File: config.mk
export PLATFORM = sky130hd
export DESIGN_NAME = ltt_front
export DESIGN_NICKNAME = d
export VERILOG_FILES = /design/src/ltt_pkg.sv /design/src/ltt_front.sv
export SDC_FILE = /design/constraint.sdc
export NUM_CORES = 1
export LEC_CHECK = 0
export CAP_MARGIN = 5
export CORE_UTILIZATION = 60
export DETAILED_ROUTE_END_ITERATION = 16
export DONT_BUFFER_PORTS = 1
export GPL_ROUTABILITY_DRIVEN = 0
export HOLD_SLACK_MARGIN = 0.08
export PLACE_DENSITY = 0.79
export RECOVER_POWER = 50
export SLEW_MARGIN = 25
export SYNTH_ARGS = -nofsm -noshare
export SYNTH_HDL_FRONTEND = slang
export SYNTH_SLANG_ARGS = --single-unit
File: constraint.sdc
create_clock -name clk -period 11.8 [get_ports clk]
set_input_delay 3.54 -clock clk [delete_from_list [all_inputs] [get_ports clk]]
set_output_delay 3.54 -clock clk [all_outputs]
set_load 0.05 [all_outputs]
File: src/ltt_pkg.sv
// ----------------------------------------------------------------------------
// ltt_pkg: shared types and codes for the lock tracking table
// Beat structs for both channels, command and status codes, queue entry.
// ----------------------------------------------------------------------------
`default_nettype none
package ltt_pkg;

  localparam logic [2:0] CMD_REGISTER = 3'd0;
  localparam logic [2:0] CMD_ACQUIRE  = 3'd1;
  localparam logic [2:0] CMD_RELEASE  = 3'd2;
  localparam logic [2:0] CMD_NACQUIRE = 3'd3;
  localparam logic [2:0] CMD_NRELEASE = 3'd4;
  localparam logic [2:0] CMD_LOOKUP   = 3'd5;
  localparam logic [2:0] CMD_DESTROY  = 3'd6;
  localparam logic [2:0] CMD_UNUSED   = 3'd7;

  localparam logic [1:0] ST_OK       = 2'd0;
  localparam logic [1:0] ST_NOTFOUND = 2'd1;
  localparam logic [1:0] ST_FULL     = 2'd2;

  typedef struct packed {
    logic [2:0]  cmd;
    logic [63:0] lock_key;
  } in_beat_t;

  typedef struct packed {
    logic [1:0]  status;
    logic [31:0] lock_handle;
    logic [31:0] acquire_count;
    logic [15:0] nest_depth;
  } out_beat_t;

  // Classified command passed from front to back
  typedef struct packed {
    logic        is_reg;
    logic        is_unused;
    logic [2:0]  cmd;
    logic [63:0] lock_key;
  } job_t;

endpackage
`default_nettype wire

File: src/ltt_front.sv
// ----------------------------------------------------------------------------
// ltt_front: input stage and job queue
// Accepts command beats, classifies them and holds them in a small FIFO.
// ----------------------------------------------------------------------------
`default_nettype none
module ltt_front (
  input  wire             clk,
  input  wire             rst_n,
  input  wire             in_push,
  output logic            in_full,
  input  ltt_pkg::in_beat_t in_data,
  output logic            job_valid,
  input  wire             job_take,
  output ltt_pkg::job_t   job
);
  import ltt_pkg::*;

  job_t       q_r [2];
  logic       wp_r, rp_r;
  logic [1:0] cnt_r;
  job_t       j;

  assign in_full   = cnt_r[1];
  assign job_valid = (cnt_r != 2'd0);
  assign job       = q_r[rp_r];

  // classify incoming beat
  always_comb begin
    j.cmd       = in_data.cmd;
    j.lock_key  = in_data.lock_key;
    j.is_reg    = (in_data.cmd == CMD_REGISTER);
    j.is_unused = (in_data.cmd == CMD_UNUSED);
  end

  wire do_push = in_push && !in_full;
  wire do_pop  = job_take && job_valid;

  // hold payload
  always_ff @(posedge clk) begin
    if (do_push) q_r[wp_r] <= j;
  end

  // advance pointers
  always_ff @(posedge clk) begin
    if (!rst_n) begin
      wp_r <= 1'b0; rp_r <= 1'b0; cnt_r <= 2'd0;
    end else begin
      if (do_push) wp_r <= ~wp_r;
      if (do_pop)  rp_r <= ~rp_r;
      cnt_r <= cnt_r + {1'b0, do_push} - {1'b0, do_pop};
    end
  end
endmodule
`default_nettype wire

==> impl_results.md <==
* Final worst-path cycle share at 55.0%
* Layout Cells excl Fill at 374
* Worst setup startpoint: in_push
* Syn Std Cell Area at 5280 µm²
* Primary FF master, synth: edfxtp_1
* Antenna viol nets, final at 0
* Seq. cell area at 4250 µm²
* Post-Syn Nets at 316
* CP arrival at 6520 ps
* Worst path cell trace: nand2b_1 > nor2_4 > clkbuf_1
* Drt drc at 0
* Synth Register Bits at 143
* Slowest-stage cell, CP: clkbuf_1
* Peak VDD IR at 0.000148 V
* # fillers at 504
* Total grt overflow at 0
* Share of layout cells above drive strength 1 at 37.9%
* RR Startpoint: cnt_r[1]
* Max-cap viol count at 1
* FMAX at 0.154 GHz
* GRT Util Overall at 17.5%
* Num CTS Buffers at 17
* Post-synthesis average cell area at 21.6 µm²
* Setup ws final at 5310 ps
* Min-Delay Path Class: flip-flop to flip-flop
* Grt met1 use at 18.7%
* Post-Syn Instances at 244
* Placed Instances at 343
* Global routing's busiest layer: met2
* RSZ-0062 raised after global routing: false
* Num rows at 33
* Tmin final at 6490 ps
* Status: finished with violations
* CTS root buf: clkbuf_8
* Post-synth EDFFs at 138
* Clock Sinks at 143
* Vias per cell at 5.69
* Critical path class: primary input to flip-flop
* Vias at 2128
* Worst-margin pin slew at 3860 ps
* P_leak at 0.00200 µW
* IO Port Bufs at 0
* Core Footprint at 8380 µm²
* Die H at 95.8 µm
* Largest net degree at the start of global routing at 71
* Synth cell types at 23
* Hpwl dp at 4900 µm
* Skew-Pair Late Insertion Delay at 510 ps
* Multi-input logic area at 972 µm²
* Final hold vios at 0
* Fraction of registers with async set/reset at 0%
* Clk_skew at 6.30 ps
* First-pass GRT wire length at 10900 µm
* Hold buffer count at CTS at 0
* Initial antenna violation count at 0
* CP Max Fanout at 70
* Failing checks: max-capacitance violations, max-slew violations
* Worst Path Required at 11830 ps
* Setup TNS at 0 ps
* Clk slew on worst S/H paths at 60 ps
* Worst slew margin at -158%
* CP endpoint kind: flip-flop
* WP buf/inv at 1
* Post-CTS setup buffer count at 0
* Pre-CTS setup slack at 6580 ps
* # diodes at 0
* Slew Viols, Final at 71
* First-pass DRT Iterations at 4
* Post-Route WL at 7930 µm
* Initial DRC Count at 98
* Power density over cell area at 256 nW/µm²
* Largest delay contributor family on the critical path: buffers and inverters
* Area growth syn-to-layout at 13.2%
* Overall power at 1530 µW
* Max clock buf depth at 2
* Setup-failing EPs final at 0
* Chip width at 95.8 µm
* Seq/Total Area, Yosys at 80.5%
* TritonCTS clock tree: done
* Vias in the first global route at 2124
* Worst stage delay on the critical path at 2710 ps
* Initial Util at 62.9%
* Io pins at 142
* Layout Nets at 329
* Htree depth at 4
* GR Layer Usage met2 at 28.3%
* Crit start category: primary input
* M3 GR Usage at 9.16%
* Die footprint at 9170 µm²
* Routed length per instance at 21.2 µm
* Resize count post-CTS at 0
* Min-Delay Startpoint: rp_r
* Syn. warnings at 0
[tightest hold or removal path: cells and delay by family (launching register included)]
kind	cells	cell delay, ps
AND/OR/NAND/NOR	1	140
flip-flops	1	330
XOR/XNOR	1	80
[through the flow]
step / util (%) / instance area, µm² / hold WS, ps
final: 71.2 / 5970 / 584
after global routing: 71.2 / 5970 / 610
after CTS: 71.4 / 5980 / 587
after detailed placement: 64.2 / 5380 / 569
after global placement: 64.2 / 5380 / 563
after floorplan: - / 5280 / 550
[layout by cell type (no fill, tap or decap), types with 3 or more instances in the layout]
cell type	count
clkbuf_16	16
mux2_4	10
and2_1	3
bufinv_16	4
edfxtp_1	138
dfxtp_1	4
mux2_2	59
o21ai_0	3
inv_6	3
[cell type report]
class                           instances  area share [%]
Clock buffer                           17            6.94
Clock inverter                         14            3.16
Inverter                                1          0.0629
Multi-Input combinational cell         92            16.3
Sequential cell                       143            71.2
Tap cell                              105            2.20
Timing Repair Buffer                    2           0.189
[layer usage]
metal	share of wire [%]	routed length, µm
met1	38	3020
met4	1.5	119
met5	0	0
met2	52	4100
met3	8.7	689
[cell usage after synthesis (all sizes together) (2+ instances only)]
cell type,instances,area (µm²)
buf,8,62.6
dfxtp,5,100
nor3,2,10.0
edfxtp,138,4140
nor2,2,7.51
mux2,69,815
and2,4,25.0
o21ai,3,15.0
nor2b,2,12.5
[flip-flops by register name, indices dropped and copies added (netlist names), named ones only]
name and cells:
rp_r 1, q_r 138, wp_r 1, cnt_r 2
[report_power, final]
group | switching (µW) | leakage [µW] | total [µW] | internal [µW]
Sequential | 39.4 | 0.00133 | 658 | 618
Clock | 194 | 0.000294 | 536 | 342
Combinational | 255 | 0.000370 | 332 | 77.3
Total | 488 | 0.00200 | 1530 | 1040
[kinds of logic after synthesis]
kind of cell	share of synthesized area [%]
xor gates and xnor gates	0.166
AOI/OAI and AO/OA	0.569
muxes	15.4
and+or+nand+nor	1.87
buffers and inverters	1.26
adders and majority gates	0.237
DFF	80.5
[final timing paths]
kind                                    to  slack [ps]  depth (start not counted)
worst max-delay path            q_r[0][28]        5310                          3
worst min-delay path             flip-flop         580                          2
worst max register to register  q_r[0][28]        7590                          3
worst min register to register   flip-flop         580                          2
Power figures use the tool's default switching activity.
